[src/rtl/bfa_pkg.sv]
// ----------------------------------------------------------------------------
// bfa_pkg
// Shared types and codes for the bitmap frame allocator.
// ----------------------------------------------------------------------------
package bfa_pkg;

  localparam logic [1:0] FUNC_ALLOC      = 2'd0;
  localparam logic [1:0] FUNC_FREE       = 2'd1;
  localparam logic [1:0] FUNC_RANGE_FREE = 2'd2;
  localparam logic [1:0] FUNC_RANGE_USED = 2'd3;

  localparam int WORD_BITS = 32;
  localparam int BIT_IDX_W = 5;

  typedef enum logic [1:0] {
    OP_ALLOC,
    OP_CLEAR,
    OP_SET,
    OP_NONE
  } op_t;

  typedef struct packed {
    op_t  op;
    logic raise_hw;
  } cmd_ctl_t;

  typedef enum logic [2:0] {
    ST_INIT,
    ST_IDLE,
    ST_RREAD,
    ST_RMOD,
    ST_AREAD,
    ST_ACHK,
    ST_RESULT
  } state_t;

endpackage

[src/rtl/bfa_front.sv]
// ----------------------------------------------------------------------------
// bfa_front
// Decodes commands into clipped frame ranges and queues them for the back end.
// ----------------------------------------------------------------------------
module bfa_front #(
  parameter int NUM_FRAMES  = 65536,
  parameter int FRAME_BYTES = 4096,
  parameter int FW          = $clog2(NUM_FRAMES + 1)
) (
  input  logic                clk,
  input  logic                rst,
  input  logic                in_valid,
  output logic                in_stall,
  input  logic [1:0]          func,
  input  logic [31:0]         base_address,
  input  logic [31:0]         length,
  input  logic                init_busy,
  output logic                q_valid,
  input  logic                q_pop,
  output bfa_pkg::cmd_ctl_t   q_ctl,
  output logic [FW-1:0]       q_first,
  output logic [FW-1:0]       q_last
);
  import bfa_pkg::*;

  localparam int S = $clog2(FRAME_BYTES);
  localparam logic [33:0] FBM1 = 34'(FRAME_BYTES - 1);
  localparam logic [33:0] NF34 = 34'(NUM_FRAMES);

  logic [33:0] b34, e34, first_w, last_w, last_c;
  logic        nonempty, push;
  cmd_ctl_t    ctl_d;
  logic [FW-1:0] first_d, last_d;

  cmd_ctl_t      ctl_q   [2];
  logic [FW-1:0] first_q [2];
  logic [FW-1:0] last_q  [2];
  logic          wr_ptr, rd_ptr;
  logic [1:0]    count;

  always_comb begin
    b34 = {2'b00, base_address};
    e34 = b34 + {2'b00, length};
    case (func)
      FUNC_RANGE_FREE: begin
        first_w = (b34 + FBM1) >> S;
        last_w  = e34 >> S;
      end
      FUNC_RANGE_USED: begin
        first_w = b34 >> S;
        last_w  = (e34 + FBM1) >> S;
      end
      default: begin
        first_w = b34 >> S;
        last_w  = (b34 >> S) + 34'd1;
      end
    endcase
    last_c   = (last_w > NF34) ? NF34 : last_w;
    nonempty = first_w < last_c;
    first_d  = FW'(first_w);
    last_d   = FW'(last_c);
    ctl_d.raise_hw = (func == FUNC_RANGE_FREE);
    case (func)
      FUNC_ALLOC:      ctl_d.op = OP_ALLOC;
      FUNC_RANGE_USED: ctl_d.op = nonempty ? OP_SET : OP_NONE;
      default:         ctl_d.op = nonempty ? OP_CLEAR : OP_NONE;
    endcase
  end

  assign in_stall = (count == 2'd2) || init_busy;
  assign push     = in_valid && !in_stall;
  assign q_valid  = (count != 2'd0);
  assign q_ctl    = ctl_q[rd_ptr];
  assign q_first  = first_q[rd_ptr];
  assign q_last   = last_q[rd_ptr];

  always_ff @(posedge clk) begin
    if (push) begin
      ctl_q[wr_ptr]   <= ctl_d;
      first_q[wr_ptr] <= first_d;
      last_q[wr_ptr]  <= last_d;
    end
  end

  always_ff @(posedge clk) begin
    if (rst) begin
      wr_ptr <= 1'b0;
      rd_ptr <= 1'b0;
      count  <= 2'd0;
    end else begin
      if (push) wr_ptr <= ~wr_ptr;
      if (q_pop) rd_ptr <= ~rd_ptr;
      count <= count + {1'b0, push} - {1'b0, q_pop};
    end
  end

endmodule

[config.mk]
export PLATFORM = sky130hd
export DESIGN_NAME = bfa_front
export DESIGN_NICKNAME = d
export VERILOG_FILES = /design/src/rtl/bfa_pkg.sv /design/src/rtl/bfa_front.sv
export SDC_FILE = /design/constraint.sdc
export NUM_CORES = 1
export LEC_CHECK = 0
export BUFFER_PORTS_ARGS = -buffer_cell sky130_fd_sc_hd__buf_2
export CAP_MARGIN = 20
export CORE_MARGIN = 3
export CORE_UTILIZATION = 60
export CTS_CLUSTER_SIZE = 40
export DETAILED_ROUTE_END_ITERATION = 7
export PLACE_DENSITY = 0.84
export SLEW_MARGIN = 30
export SYNTH_ARGS = -nofsm -noshare
export SYNTH_HDL_FRONTEND = slang
export SYNTH_SLANG_ARGS = --single-unit
[constraint.sdc]
create_clock -name clk -period 24.4 [get_ports clk]
set_input_delay 6.1 -clock clk [delete_from_list [all_inputs] [get_ports clk]]
set_output_delay 6.1 -clock clk [all_outputs]
set_load 0.05 [all_outputs]
-- After elaboration in Yosys (flattened, before gate mapping)
Memory sizes are Yosys's and may differ from the RTL's. A register that Yosys moved wholly into a read port is not among the register bits.
Cells that the tools add are included.
- flip-flop bits (word level): 4
- memory bits (writable): 74
- bits of input ports: 71
- output and inout bits: 39
- word-level logic and storage cells: 38
- memories kept: 3
- add/sub/neg operators: 6
- magnitude comparators: 2
- equal/unequal tests: 3
- muxes and demuxes: 14
- bitwise operators: 2
- reduce and logical (&&, ||, !) cells: 5
- memories (memory ; depth ; width ; rd ports ; clocked after Yosys merged registers in ; wr ports ; RTL line ; RTL):
    first_q ; 2 ; 17 ; 1 ; 1 ; 1 ; bfa_front.sv:36 ; logic [FW-1:0] first_q [2];
    last_q ; 2 ; 17 ; 1 ; 1 ; 1 ; bfa_front.sv:37 ; logic [FW-1:0] last_q [2];
    ctl_q ; 2 ; 3 ; 1 ; 1 ; 1 ; bfa_front.sv:35 ; cmd_ctl_t ctl_q [2];
- operators with widths (kind ; number):
    $pmux W34 S2 ; 1
    $add A33 B12 Y34 const B ; 1
    $gt A34 B17 Y1 const B ; 1
    $lt A21 B34 Y1 ; 1
    $mux W34 ; 1
    $add A32 B12 Y33 const B ; 1
    $add A32 B32 Y33 ; 1
    $add A20 B1 Y21 const B ; 1
    $mux W21 ; 1
    $mux W1 ; 9
    $eq A2 B2 Y1 const B ; 3
    $pmux W2 S2 ; 1
    $add A2 B1 Y2 ; 1
    $logic_not A2 Y1 ; 1
    $mux W2 ; 1
    $not A1 Y1 ; 2
    $reduce_bool A2 Y1 ; 1
    $sub A2 B1 Y2 ; 1
    $logic_and A1 B1 Y1 ; 1
    $logic_not A1 Y1 ; 1
    $logic_or A1 B1 Y1 ; 1

-- Longest topological paths before layout
- depth in word-level cells: 8
- mapped depth: 29
- depth with buffers taken out: 27

-- Least setup slack after synthesis
OpenSTA, ideal clock, no wires.
- path kind: in2reg
- start point: input base_address[0]
- end point: memory ctl_q[0][1] (netlist bit) (data pin)
- library setup time: 282 ps
- arrival time: 12534 ps
- data required time: 24118 ps
- path slack: 11584 ps
- stages: 28
- path buffers: 1
- path through: ha_1 > fa_1 > a211o_1 > a41o_4 > xor2_1 > nor4_2 > nand4_2 > o2111ai_4 > nor4b_1 > a311o_1 > or4_1 > or4_1 > o31ai_1 > buf_2 > nand3_1 > ha_1 > a21o_1 > a21o_1 > a21o_1 > a21o_1 > a21o_1 > a21o_1 > a21oi_1 > o221ai_1 > a221oi_1 > o41ai_1 > o311ai_0 > a31oi_1
- RTL lines (element ; RTL line ; RTL):
    from (decl) ; bfa_front.sv:15 ; input logic [31:0] base_address,
    to (decl) ; bfa_front.sv:35 ;

==> metrics.md <==
| Metric | Value |
|---|---|
| H-tree depth reported by CTS | 3 |
| Die Wd | 114.0 um |
| Top cells by area, synth | edfxtp_1 (32%), ha_1 (10%), mux2_2 (6.3%) |
| Diodes inserted | 0 |
| Grt total ovfl | 0 |
| Largest stage delay on the critical path | around 0.57 ns |
| Residual DRC | 0 |
| Synthesized flop and latch total | between 70 and 80 |
| CTS tree | done |
| Leak | between 3 and 4 nW |
| Vias in the first global route | just under 6000 |
| Crit share post-route | roughly 55% |
| Final Max Slew Viols | 0 |
| Final instance area | approximately 0.008 mm^2 |
| P&R area growth vs syn | 14.77% |
| Core area | 0.01113 mm^2 |
| Total GRT Usage | about 29% |
| Max-capacitance violation count | 0 |
| DIE HEIGHT | approximately 110 um |
| Worst-margin pin slew | a little under 0.9 ns |
| Ys Warns | 0 |
| Fillers | 817 |
| Fin. Hold Viols | 0 |
| Power density cells | 61.57 mW/mm^2 |
| Most frequent CP cell | a21o_1 |
| FF-to-FF setup slack | between 20 and 25 ns |
| Setup Skew | about 0.0044 ns |
| Via count | between 6000 and 7000 |
| Drt first pass iters | 5 |
| Synth unique cells | 72 |
| Cell Rows | 38 |
| Post-synthesis cell count | between 700 and 800 |
| Reg-to-Reg Start | count[0]$_SDFF_PP0_ |
| Sink Count | 79 |
| Rel. slew slack | about two fifths |
| Maximum VDD drop | just under 0.08 mV |
| Hold buffer count at CTS | 0 |
| Area leader, netlist | edfxtp_1 |
| Synth Cell Area | 0.006999 mm^2 |
| Share of layout cells above drive strength 1 | ~22% |
| Total Power | 0.4946 mW |
| Post-synthesis sequential area ratio | between 30% and 40% |
| Most common cell in the netlist | edfxtp_1 |
| Worst-skew pair later-pin latency | between 0.3 and 0.4 ns |
| Vias per Instance | roughly 6.6 |
| Crit Path Category | in2reg |
| Post-synth EDFFs | 74 |
| Number of setup violations in the final report | 0 |
| FF-to-FF End | last_q[0][11]$_DFFE_PP_ |
| Status | complete, no violations |
| CTS root buf | clkbuf_16 |
| Crit start category | input port |
| DR iter-0 viols | 522 |
| Layout Nets | just under 1000 |
| Antenna violations before repair | 0 |
| Initial Util | 62.91% |
| Clock buffer depth | 2 |
| Post-DP HPWL | between 10 and 15 mm |
| Worst Path Required | about 24 ns |
| Top cell type's share of synthesized area | a little under a third |
| Setup TNS | 0 ns |
| CP Capture Type | flop |
| Largest net degree at the start of global routing | 38 |
| Mapped Avg Cell Area | between 9 and 10 um^2 |
| RSZ-0062 raised after global routing | false |
| R2r worst-path depth | 5 |
| Main synth FF type | edfxtp_1 |
| DP Area | roughly 0.0077 mm^2 |
| First-pass GRT wire length | 30.58 mm |
| Slowest CP cell | or4_1 |
| IO Count | 110 |
| Drt total wl | ~19 mm |
| Clock transition at path regs | 0.06 ns |
| RePlAce Congestion | between 0.9 and 1 |
| Post-CTS Setup Bufs | 0 |
| Critical-path maximum fanout | 20 |
| Die area | between 0.01 and 0.015 mm^2 |
| HP Class | reg2reg |
| Cts bufs inserted | 9 |
| Commonest cells post-synth | edfxtp_1 (74), nand2_1 (73), ha_1 (58) |
| Final ANT Viol Nets | 0 |
| Fmax | 74.28 MHz |
| Critical path arrival | around 14 ns |
| CP endpoint | ctl_q[1][1]$_DFFE_PP_ |
| Final min period | between 10 and 15 ns |
| Drt wl/cell | 19.45 um |
| # port buffers | roughly 110 |
| # resized after CTS | 0 |
| Crit path from | base_address[0] |
| Ys async rst share | 0% |
[flip-flops by register name, indices dropped and copies added (netlist names), named ones only]
| name | count |
|---|---|
| count | 2 |
| last_q | 34 |
| first_q | 34 |
| ctl_q | 6 |
| wr_ptr | 1 |
| rd_ptr | 1 |
[logic make-up (layout without fill, tap and decap cells)]
kind of cell | count (synthesis) | in the layout | share of synthesized area, %
compound gates | 180 | 180 | 18.61
xor+xnor | 68 | 68 | 8.509
fa+ha+maj | 59 | 59 | 10.65
buf+inv | 52 | 154 | 2.878
flops | 79 | 79 | 33.18
mux | 42 | 42 | 6.704
other cells | 1 | 4 | 0.05358
simple gates | 267 | 267 | 19.41
[layout by cell type, fill, tap and decap left out, types with 6 or more instances in the layout]
cell       netlist  final
buf_2            5    109
nor2_1          43     42
o21ai_0         27     27
or3_1            6      6
o211ai_1         8      8
nand3_1         36     36
o221ai_1         8      8
edfxtp_1        74     74
nand4_1         18     18
or2_2            6      6
a221o_1          6      6
nor4_1          10     10
xor2_1          35     35
a31oi_1          8      8
ha_1            58     58
o21bai_1         7      7
nand2_1         73     73
nor3_1          23     23
a21oi_1         38     38
inv_1           20     20
buf_4            0      7
xnor2_1         33     33
clkbuf_16        0      9
and3_1          22     22
mux2_2          39     39
a21o_1          20     20
[where the power goes]
group	internal, mW	total [mW]	switching [mW]
registers	0.158	0.161	0.00308
clock network	0.0991	0.149	0.0501
logic	0.0621	0.184	0.122
total	0.320	0.495	0.175
[worst min-delay path by stage]
stage	from	slack (ns)	end	depth (start not counted)
global placement	rd_ptr$_SDFFE_PP0P_	0.49	flop	2
global route	rd_ptr$_SDFFE_PP0P_	0.59	rd_ptr$_SDFFE_PP0P_	2
floorplan	rd_ptr$_SDFFE_PP0P_	0.48	flop	2
finish	rd_ptr$_SDFFE_PP0P_	0.56	rd_ptr$_SDFFE_PP0P_	2
detailed placement	rd_ptr$_SDFFE_PP0P_	0.52	flop	2
CTS	rd_ptr$_SDFFE_PP0P_	0.56	rd_ptr$_SDFFE_PP0P_	2
[worst max-delay path: cells and delay by family]
kind	cells	cell delay, ns
adder cells (fa/ha/maj)	3	0.98
AND/OR/NAND/NOR	3	1.23
AO/OA/AOI/OAI	20	4.42
buffers and inverters	2	0.37
XOR/XNOR	1	0.42
[cell type report]
class                           instances  area [um^2]  area share (%)
Clock buffer                            9        225.2           2.804
Clock inverter                          7        111.4           1.386
Multi-Input combinational cell        620         4494           55.95
Tap cell                              140        175.2           2.181
Inverter                               21        78.83          0.9813
Timing Repair Buffer                  117        625.6           7.788
Sequential cell                        79         2322           28.91
[routing by layer]
layer | GRT usage [%] | up-vias | routed length (um)
li1 | - | 3070 | -
met1 | 41.24 | 3025 | 8460
met2 | 48.13 | 363 | 8877
met3 | 3.077 | 50 | 1416
met4 | 9.343 | 0 | 558
met5 | 0 | - | 0
[through the flow]
stage | setup slack [ns] | std cells | hold WS, ns | util [%]
global route | 10.42 | 993 | 0.5885 | 72.20
detailed placement | 10.73 | 976 | 0.5240 | 68.93
CTS | 11.04 | 992 | 0.5593 | 71.95
finish | 10.94 | 993 | 0.5637 | 72.20
floorplan | 11.58 | 751 | 0.4799 | -
global placement | 11.04 | 976 | 0.4929 | 68.93
(Power assumes the default switching activity.)
